==> src/aavr_pkg.sv <==
package aavr_pkg;

  localparam int unsigned CordicSteps = 16;
  localparam int unsigned SqrtSteps   = 24;
  localparam int unsigned DivSteps    = 15;
  localparam int unsigned Latency     = 45;

  localparam int unsigned CordW = 32;
  localparam int unsigned AngW  = 25;
  localparam int unsigned RadW  = 48;
  localparam int unsigned RootW = 24;
  localparam int unsigned RemW  = 26;
  localparam int unsigned NumW  = 40;
  localparam int unsigned DenW  = 25;

  localparam logic signed [CordW-1:0] CordicOne = 32'sd652032874;
  localparam logic signed [AngW-1:0]  Deg90     = 25'sd2949120;
  localparam logic signed [AngW-1:0]  Deg180    = 25'sd5898240;
  localparam logic signed [15:0]      Q14One    = 16'sd16384;

  // word passed along the cordic / square root chain
  typedef struct packed {
    logic signed [15:0]       ax;
    logic signed [15:0]       ay;
    logic signed [15:0]       az;
    logic signed [15:0]       vx;
    logic signed [15:0]       vy;
    logic signed [15:0]       vz;
    logic signed [CordW-1:0]  cx;
    logic signed [CordW-1:0]  cy;
    logic signed [AngW-1:0]   cz;
    logic                     neg_cos;
    logic [RadW-1:0]          sq_v;
    logic [RemW-1:0]          sq_rem;
    logic [RootW-1:0]         sq_root;
  } rot_t;

  // word passed along the divider chain, three lanes for x, y, z
  typedef struct packed {
    logic signed [15:0]       vx;
    logic signed [15:0]       vy;
    logic signed [15:0]       vz;
    logic signed [15:0]       c14;
    logic                     nz;
    logic [DenW-1:0]          den;
    logic [2:0][NumW-1:0]     rem;
    logic [2:0][DivSteps-1:0] quo;
    logic [2:0]               ovf;
    logic [2:0]               neg;
  } div_t;

  function automatic logic signed [AngW-1:0] atan_at(input logic [3:0] idx);
    logic signed [AngW-1:0] r;
    unique case (idx)
      4'd0:    r = 25'sd1474560;
      4'd1:    r = 25'sd870484;
      4'd2:    r = 25'sd459940;
      4'd3:    r = 25'sd233473;
      4'd4:    r = 25'sd117189;
      4'd5:    r = 25'sd58652;
      4'd6:    r = 25'sd29333;
      4'd7:    r = 25'sd14667;
      4'd8:    r = 25'sd7334;
      4'd9:    r = 25'sd3667;
      4'd10:   r = 25'sd1833;
      4'd11:   r = 25'sd917;
      4'd12:   r = 25'sd458;
      4'd13:   r = 25'sd229;
      4'd14:   r = 25'sd115;
      default: r = 25'sd57;
    endcase
    return r;
  endfunction

endpackage

==> src/aavr_div_cell.sv <==
module aavr_div_cell import aavr_pkg::*; #(
  parameter int unsigned Bit = 0
) (
  input  logic clk_i,
  input  logic rst_ni,
  input  logic valid_i,
  input  div_t data_i,
  output logic valid_o,
  output div_t data_o
);

  div_t            data_d, data_q;
  logic            valid_q;
  logic [NumW-1:0] divisor;

  always_comb begin
    data_d  = data_i;
    divisor = NumW'(data_i.den) << Bit;
    for (int k = 0; k < 3; k++) begin
      if (data_i.rem[k] >= divisor) begin
        data_d.rem[k]      = data_i.rem[k] - divisor;
        data_d.quo[k][Bit] = 1'b1;
      end
    end
  end

  always_ff @(posedge clk_i or negedge rst_ni) begin
    if (!rst_ni) begin
      valid_q <= 1'b0;
    end else begin
      valid_q <= valid_i;
    end
  end

  always_ff @(posedge clk_i) begin
    data_q <= data_d;
  end

  assign valid_o = valid_q;
  assign data_o  = data_q;

endmodule

==> config.mk <==
export PLATFORM = sky130hd
export DESIGN_NAME = aavr_div_cell
export DESIGN_NICKNAME = d
export VERILOG_FILES = /design/src/aavr_pkg.sv /design/src/aavr_div_cell.sv
export SDC_FILE = /design/constraint.sdc
export NUM_CORES = 1
export LEC_CHECK = 0
export BUFFER_PORTS_ARGS = -buffer_cell sky130_fd_sc_hd__buf_4
export CAP_MARGIN = 0
export CORE_AREA = 8 8 197 199
export CTS_CLUSTER_DIAMETER = 30
export DETAILED_ROUTE_END_ITERATION = 10
export DIE_AREA = 0 0 205 207
export GPL_TIMING_DRIVEN = 0
export PLACE_DENSITY = 0.68
export SLEW_MARGIN = 20
export SYNTH_ARGS = -nofsm -noshare
export SYNTH_HDL_FRONTEND = slang
export SYNTH_SLANG_ARGS = --single-unit
==> constraint.sdc <==
create_clock -name clk_i -period 1.3 [get_ports clk_i]
set_clock_uncertainty 0.2 [all_clocks]
set_input_delay 0.13 -clock clk_i [delete_from_list [all_inputs] [get_ports clk_i]]
set_output_delay 0.13 -clock clk_i [all_outputs]
set_load 0.02 [all_outputs]
==> flow_metrics.tcl <==
set metrics [dict create \
    status "finished with violations" \
    violations "hold timing, setup timing" \
    synth.distinct_cells 61 \
    fmax_mhz 356 \
    synth_seq_cells 262 \
    avgRoutedWirePerCell_um 26.4 \
    die_area_sq_um 42400 \
    async_reset_ff_share_pct 0.382 \
    fin_util_pct 70.0 \
    htreeDepth 3 \
    synth.most_common_cell "dfxtp_1" \
    routabilityCongestion 0.960 \
    synth_edf_count 0 \
    syn-num-nets 1532 \
    grt_max_degree 11 \
    cp_max_fo 3 \
    core_sq_um 35900 \
    dr.first_iter.drc_count 1020 \
    cap_violations 0 \
    grt_pass1_wl_mm 88.8 \
    dr_total_vias 13900 \
    rsz0062_at_grt "yes" \
    ys_seq_area_share_pct 47.2 \
    setup_tns_ns -163.57 \
    synthTopCellsByArea "dfxtp_1, ha_1, nand2_1" \
    portBuffers 524 \
    dieWidth_um 205 \
    finalHoldViolCount 91 \
    power_per_cell_area_nw_per_um2 1470 \
    syn-instance-count 1190 \
    cts_inserted_buffers 66 \
    pin_count 526 \
    grt_pass1_vias 14100 \
    clkTransAtPathRegs_ns 0.05 \
    first_pass_iters 5 \
    vdd_drop_max_uv 1290 \
    startpoint_type "input port" \
    max-slew-margin-rel_pct 41.0 \
    period_share_pct 216 \
    critPathCapture "data_o[126]" \
    n_fill_cell 2307 \
    drv_slew 0 \
    hold_path.class "input port to flop" \
    final_nets 2455 \
    hpwl_mm 42.2 \
    synth_ff_type "dfxtp_1" \
    endpoint_kind "flop" \
    clk_path_buf_depth 3 \
    tightest_slew_ns 0.885 \
    yosysWarnings 0 \
    synth_top_cells_by_count "dfxtp_1, nand2_1, o21ai_0, a21oi_1, ha_1" \
    hold_ws_ns -0.486 \
    drt_wl_total_mm 69.7 \
    worstPathRequired_ns 1.55 \
    track_usage_pct 27.5 \
    synth.avg_cell_area_sq_um 9.34 \
    post-route-drc-count 0 \
    grt_overflow 0 \
    rows 70 \
    cts_root_buffer "clkbuf_16" \
    synth_area_sq_um 11100 \
    power.leakage_nw 10.9 \
    synth_top_area_cell "dfxtp_1" \
    timing.final.ws_setup_ns -1.51 \
    tritoncts "done" \
    clock-sinks 262 \
    synth_top_area_share_pct 47.0 \
    start_util_pct 31.0 \
    setup_viol 385 \
    worstSetupPathType "input port to flop" \
    drive_gt1_share_pct 60.3 \
    area_growth_pct 126 \
    fp.dieH_um 207 \
    crit_start "data_i[127]" \
    antenna_found_initial 12 \
    ant_nets 0 \
    viasPerCell 5.27 \
    min_period_ns 2.81 \
    cp.arrival_ns 3.06 \
]
## critical path, stage by stage
cell and delay [ns]:
buf_4 0.12, dlygate4sd3_1 0.64, or3_1 0.49, or4_4 0.49
a211oi_4 0.31, buf_6 0.17, a211oi_4 0.07, o221ai_4 0.11
buf_6 0.19, nor2_4 0.05, xor2_1 0.28
## flip-flops by register name, summed over array words and instances, names as in the netlist
register,cells
data_o,261
valid_o,1
## area by class of cell
cell class                 instances  area, sq um  share of cell area (%)
timing repair buffer             865         8470                    33.7
antenna                            6         15.0                  0.0597
clock buffer                      81         1860                    7.40
tap                              468          586                    2.33
clock inverter                    38          628                    2.50
multi-input combinational        848         7410                    29.5
buffer                            20          315                    1.25
inverter                          50          270                    1.07
sequential                       262         5590                    22.2
## worst min path at each step
stage                           start           to  slack, ns  cells past startpoint
after floorplan                rst_ni      valid_o      -0.37                      0
after global placement         rst_ni      valid_o      -0.29                      1
after detailed placement       rst_ni      valid_o      -0.29                      1
after CTS                 data_i[195]  data_o[195]      -0.54                      1
after global routing      data_i[173]  data_o[173]      -0.51                      1
final                     data_i[173]  data_o[173]      -0.49                      1
## layout by cell type, fill, tap and decap left out, types with 16 or more instances in the layout
master / n
o21ai_0: 33
dlygate4sd3_1: 231
a21oi_1: 70
nand2_4: 17
ha_4: 35
buf_4: 324
nand2_1: 96
nor2_1: 51
buf_8: 17
a21o_1: 18
nand3_1: 18
o21ai_1: 37
xnor2_1: 50
clkinvlp_4: 16
a21oi_2: 19
inv_1: 31
dfxtp_2: 257
xor2_1: 52
buf_6: 281
clkbuf_16: 81
nand2_2: 19
ha_1: 31
## kinds of logic (layout without fill, tap and decap cells)
family | Yosys count | count (layout) | synth area share, %
AND/OR/NAND/NOR | 354 | 354 | 15.2
AO/OA/AOI/OAI | 305 | 305 | 16.9
flip-flops | 262 | 262 | 47.2
XOR/XNOR | 104 | 104 | 8.20
buffers and inverters | 80 | 1054 | 2.78
adder cells (fa/ha/maj) | 78 | 78 | 8.98
multiplexers | 7 | 7 | 0.698
other | 0 | 6 | 0
## stage by stage
step / worst slack [ns] / total power [mW] / area (sq um) / cells
final: -1.51 / 37.0 / 25100 / 2638
after global routing: -1.55 / 38.0 / 25100 / 2636
after detailed placement: -2.47 / 15.7 / 16200 / 2182
after CTS: -1.30 / 35.1 / 22300 / 2567
after global placement: -2.52 / 15.6 / 16200 / 2182
after floorplan: -1.71 / 12.6 / 11700 / 1190
## power breakdown
group / switching [mW] / internal, mW
registers: 0.491 / 9.10
clock network: 5.48 / 13.1
logic: 4.48 / 4.35
total: 10.4 / 26.6
## layer usage
| metal | vias up | part of all wire [%] | global-route usage (%) |
|---|---|---|---|
| li1 | 6098 | - | - |
| met1 | 6595 | 33 | 27.4 |
| met2 | 882 | 49 | 48.1 |
| met3 | 313 | 9.2 | 8.43 |
| met4 | 8 | 8.5 | 18.9 |
| met5 | - | 0.080 | 0 |
## what timing repair did
| item | CTS | global route |
|---|---|---|
| hold buffers | 207 | 26 |
| endpoints found under the hold margin | 263 | 105 |
| cloned | 3 | 10 |
| endpoints found under the setup margin | 385 | 385 |
| setup buffers | 63 | 37 |
| resized for setup | 210 | 710 |
| pin swaps | 50 | 78 |
Power figures use the tool's default switching activity.
