File: src/aavr_pkg.sv
package aavr_pkg;

  localparam int unsigned CordicSteps = 16;
  localparam int unsigned SqrtSteps   = 24;
  localparam int unsigned DivSteps    = 15;
  localparam int unsigned Latency     = 45;

  localparam int unsigned CordW = 32;
  localparam int unsigned AngW  = 25;
  localparam int unsigned RadW  = 48;
  localparam int unsigned RootW = 24;
  localparam int unsigned RemW  = 26;
  localparam int unsigned NumW  = 40;
  localparam int unsigned DenW  = 25;

  localparam logic signed [CordW-1:0] CordicOne = 32'sd652032874;
  localparam logic signed [AngW-1:0]  Deg90     = 25'sd2949120;
  localparam logic signed [AngW-1:0]  Deg180    = 25'sd5898240;
  localparam logic signed [15:0]      Q14One    = 16'sd16384;

  // word passed along the cordic / square root chain
  typedef struct packed {
    logic signed [15:0]       ax;
    logic signed [15:0]       ay;
    logic signed [15:0]       az;
    logic signed [15:0]       vx;
    logic signed [15:0]       vy;
    logic signed [15:0]       vz;
    logic signed [CordW-1:0]  cx;
    logic signed [CordW-1:0]  cy;
    logic signed [AngW-1:0]   cz;
    logic                     neg_cos;
    logic [RadW-1:0]          sq_v;
    logic [RemW-1:0]          sq_rem;
    logic [RootW-1:0]         sq_root;
  } rot_t;

  // word passed along the divider chain, three lanes for x, y, z
  typedef struct packed {
    logic signed [15:0]       vx;
    logic signed [15:0]       vy;
    logic signed [15:0]       vz;
    logic signed [15:0]       c14;
    logic                     nz;
    logic [DenW-1:0]          den;
    logic [2:0][NumW-1:0]     rem;
    logic [2:0][DivSteps-1:0] quo;
    logic [2:0]               ovf;
    logic [2:0]               neg;
  } div_t;

  function automatic logic signed [AngW-1:0] atan_at(input logic [3:0] idx);
    logic signed [AngW-1:0] r;
    unique case (idx)
      4'd0:    r = 25'sd1474560;
      4'd1:    r = 25'sd870484;
      4'd2:    r = 25'sd459940;
      4'd3:    r = 25'sd233473;
      4'd4:    r = 25'sd117189;
      4'd5:    r = 25'sd58652;
      4'd6:    r = 25'sd29333;
      4'd7:    r = 25'sd14667;
      4'd8:    r = 25'sd7334;
      4'd9:    r = 25'sd3667;
      4'd10:   r = 25'sd1833;
      4'd11:   r = 25'sd917;
      4'd12:   r = 25'sd458;
      4'd13:   r = 25'sd229;
      4'd14:   r = 25'sd115;
      default: r = 25'sd57;
    endcase
    return r;
  endfunction

endpackage

File: src/aavr_rot_cell.sv
module aavr_rot_cell import aavr_pkg::*; #(
  parameter int unsigned Step = 0
) (
  input  logic clk_i,
  input  logic rst_ni,
  input  logic valid_i,
  input  rot_t data_i,
  output logic valid_o,
  output rot_t data_o
);

  rot_t            data_d, data_q;
  logic            valid_q;
  logic [RemW+1:0] rem_sh, trial;

  always_comb begin
    data_d = data_i;
    rem_sh = {data_i.sq_rem, data_i.sq_v[RadW-1 -: 2]};
    trial  = {2'b00, data_i.sq_root, 2'b01};
    if (Step < CordicSteps) begin
      // zero angle takes the positive direction
      if (!data_i.cz[AngW-1]) begin
        data_d.cx = data_i.cx - (data_i.cy >>> Step);
        data_d.cy = data_i.cy + (data_i.cx >>> Step);
        data_d.cz = data_i.cz - atan_at(4'(Step));
      end else begin
        data_d.cx = data_i.cx + (data_i.cy >>> Step);
        data_d.cy = data_i.cy - (data_i.cx >>> Step);
        data_d.cz = data_i.cz + atan_at(4'(Step));
      end
    end
    if (Step < SqrtSteps) begin
      data_d.sq_v = data_i.sq_v << 2;
      if (rem_sh >= trial) begin
        data_d.sq_rem  = RemW'(rem_sh - trial);
        data_d.sq_root = {data_i.sq_root[RootW-2:0], 1'b1};
      end else begin
        data_d.sq_rem  = RemW'(rem_sh);
        data_d.sq_root = {data_i.sq_root[RootW-2:0], 1'b0};
      end
    end
  end

  always_ff @(posedge clk_i or negedge rst_ni) begin
    if (!rst_ni) begin
      valid_q <= 1'b0;
    end else begin
      valid_q <= valid_i;
    end
  end

  always_ff @(posedge clk_i) begin
    data_q <= data_d;
  end

  assign valid_o = valid_q;
  assign data_o  = data_q;

endmodule

File: config.mk
export PLATFORM = sky130hd
export DESIGN_NAME = aavr_rot_cell
export DESIGN_NICKNAME = d
export VERILOG_FILES = /design/src/aavr_pkg.sv /design/src/aavr_rot_cell.sv
export SDC_FILE = /design/constraint.sdc
export NUM_CORES = 1
export LEC_CHECK = 0
export ABC_AREA = 1
export BUFFER_PORTS_ARGS = -buffer_cell sky130_fd_sc_hd__buf_2
export CAP_MARGIN = 15
export CORE_AREA = 2 2 219 221
export CTS_BUF_LIST = sky130_fd_sc_hd__clkbuf_4
export CTS_CLUSTER_SIZE = 25
export DETAILED_ROUTE_END_ITERATION = 6
export DIE_AREA = 0 0 221 223
export GPL_ROUTABILITY_DRIVEN = 0
export HOLD_SLACK_MARGIN = 0.08
export SLEW_MARGIN = 10
export SYNTH_ARGS = -nofsm -noshare
export SYNTH_HDL_FRONTEND = slang
export SYNTH_SLANG_ARGS = --single-unit
File: constraint.sdc
create_clock -name clk_i -period 0.8 [get_ports clk_i]
set_clock_uncertainty 0.1 [all_clocks]
set_input_delay 0.04 -clock clk_i [delete_from_list [all_inputs] [get_ports clk_i]]
set_output_delay 0.04 -clock clk_i [all_outputs]
set_load 0.02 [all_outputs]
==> run metrics <==
outcome finished with violations; failing checks design-rule violations, negative hold slack, negative setup slack; synth warn 0; Max Freq 0.6264 GHz; CP Data Required Time 660 ps; Slew HR 38.45%; RSZ-0062 raised after global routing true; Finished Layout Cells between 4k and 5k; cell total after placement between 3k and 4k; CTS Sinks 282; hold slack final -778.2 ps; slowest stage delay, CP 440 ps; final WL 99.87 mm; Crit path arrival time 1460 ps; clk buf depth 3; sequential share of the synthesized area 36.18%; MaxCap Viol Count 0; share of layout cells above drive strength 1 57.03%; Area growth, synth to finish 119.2%; initial antenna violation count 12; CP Launch Type flip-flop; Initial DRT Pass Iterations 7; CP Class flip-flop to output port; CTS buffer count 77; Yosys cell types 46; Tightest Pin Transition 920.1 ps; Worst Hold Class input port to flip-flop; Post-Syn Area 15620 um2; part of the cycle the worst path needs 199.6%; power consumption 0.05481 W; CORE AREA 47150 um2; DR iter-0 viols 1998; # rows 80; ANT nets after route 0; Worst-path clk slew 110 ps; die area between 40000 and 50000 um2; Mapped Avg Cell Area 6.793 um2; Max IR drop VDD approximately 0.0014 V; initial core utilization about a third; Hold Violations, Final 99; die width 221 um; TritonCTS clock tree yes; routed len/inst 22.75 um; vias 22.53k; GR Overflow Total 0; CP max FO 1; chip height 223 um; top_reg_cell synth dfxtp_1; pre-CTS setup slack -1342 ps; EDFF count, synth 0; Synth async-reset ratio less than 1%; minimum clock period 1596 ps; gr usage total 35.99%; io pins 572; root buffer cell clkbuf_4; Crit. End Element output port; CP delay by family, top flip-flops; residual DRC count 26; flops & latches, synth about 280; DP Area 22940 um2; Leak between 15 and 20 nW; fin area 34230 um2; first-pass GRT wire length ~140 mm; cell taking the most area after synthesis dfxtp_1; endpoints failing setup 370; nets 4140; post-DP HPWL ~57 mm; crit path max-delay cell type dfxtp_4; Post-Syn Instances 2299; post-synth top area share 36.02%; Cell Chain, Critical Path buf_6; ranking of synthesized cells by area dfxtp_1 (36%), nand2_1 (18%), ha_1 (10%); largest net degree at the start of global routing approximately 60; CTS H-tree depth 3; post-route setup slack -796.5 ps; Vias/cell 5.134; pwr/cell area 1601 nW/um2; port buffer count 569; vias in the first global route 22.96k; Final Max Tran Viols 0; CP Buf/Inv Count 1
==> final timing paths <==
path | start | end | depth (start not counted)
max in group asynchronous | rst_ni | valid_o$_DFF_PN0_ | 3
max | data_o[42]$_DFF_P_ | data_o[42] | 1
min in group asynchronous | rst_ni | valid_o$_DFF_PN0_ | 3
min | data_i[11] | data_o[12]$_DFF_P_ | 1
==> power by group <==
part | switching (W) | internal [W] | leakage (nW)
Combinational | 0.0130 | 0.0112 | 14.0
Sequential | 0.00123 | 0.0158 | 2.39
Clock | 0.00752 | 0.00610 | 0.527
==> registers in the layout (all words and copies together) (netlist names) <==
signal and flops:
data_o 281, valid_o 1
==> routing by layer <==
layer	part of all wire (%)	vias to the layer above	routed length [um]	GRT usage [%]
met5	0.17	-	172	1.075
met4	9.0	14	9033	25.63
met3	10	619	10210	11.18
met2	46	1474	45750	60.06
met1	35	10465	34700	38.70
li1	-	9959	-	-
==> synth_stat cells, types with 4 or more instances <==
master and n:
nor3_1 7, xor2_1 42, buf_2 21, o21a_1 7, a31oi_1 4, clkbuf_1 10, nand2_2 8, o21ai_2 15
o21ai_0 46, nand3b_1 8, buf_4 14, inv_1 424, nor2_2 5, dfxtp_1 281, o21bai_1 13, nand2_1 767
nand3_1 178, ha_1 128, a21oi_1 102, o22ai_1 4, nor2_1 135, fa_1 4, nand4_1 37
==> area by class of cell <==
cell class	count	area, um2
flip-flops and latches	282	6057
inverters	427	1784
multi-input cells	1540	12080
well taps	615	769.5
fillers	3041	12920
diodes	9	22.52
clock buffers	98	735.7
repair buffers	1393	12620
clock inverters	25	155.1
==> cells in the final DEF, fill, tap and decap left out, types with 18 or more instances in the layout <==
master	synthesis	final
nand2_1	767	493
dlygate4sd3_1	0	397
buf_4	14	362
buf_6	3	345
inv_1	424	319
dfxtp_2	0	259
buf_2	21	241
nand2_2	8	191
nand3_1	178	113
clkbuf_4	0	99
nand2_4	0	78
nor2_4	2	72
inv_2	3	69
ha_4	0	61
ha_1	128	58
nand3_2	3	46
nor2_1	135	46
a21oi_2	0	43
nand4_1	37	37
a21oi_1	102	32
a21oi_4	1	28
xor2_1	42	27
o21ai_1	3	26
nor2_2	5	24
inv_4	0	23
nand3_4	1	23
buf_8	1	23
dfxtp_4	0	22
buf_12	0	19
o21ai_2	15	18
==> per-stage QoR <==
stage / hold slack (ps) / util, % / setup TNS (ps)
after global placement: -286.1 / 48.66 / -94310
after global routing: -801.5 / 72.58 / -225370
after CTS: -809.9 / 68.37 / -224680
final: -778.2 / 72.60 / -209400
after detailed placement: -284.9 / 48.66 / -96740
after floorplan: -355.6 / - / -56880
==> cells by family (layout without fill, tap and decap cells) <==
| logic type | after synthesis | count (layout) | synth area share (%) |
|---|---|---|---|
| other cells | 1 | 11 | 0.02401 |
| fa+ha+maj | 132 | 132 | 10.77 |
| xor+xnor | 45 | 45 | 2.524 |
| flops | 282 | 282 | 36.18 |
| buf+inv | 478 | 1943 | 12.21 |
| compound gates | 200 | 200 | 7.307 |
| simple gates | 1161 | 1161 | 30.98 |
==> timing repair <==
item,CTS,global route
gates resized for setup,1257,451
cloned,5,0
pin swaps,201,250
setup buffers,62,56
endpoints found under the hold margin,283,122
hold buffers,411,39
setup endpoints to repair,365,381
Note: power is estimated with default switching activity, not from simulation.
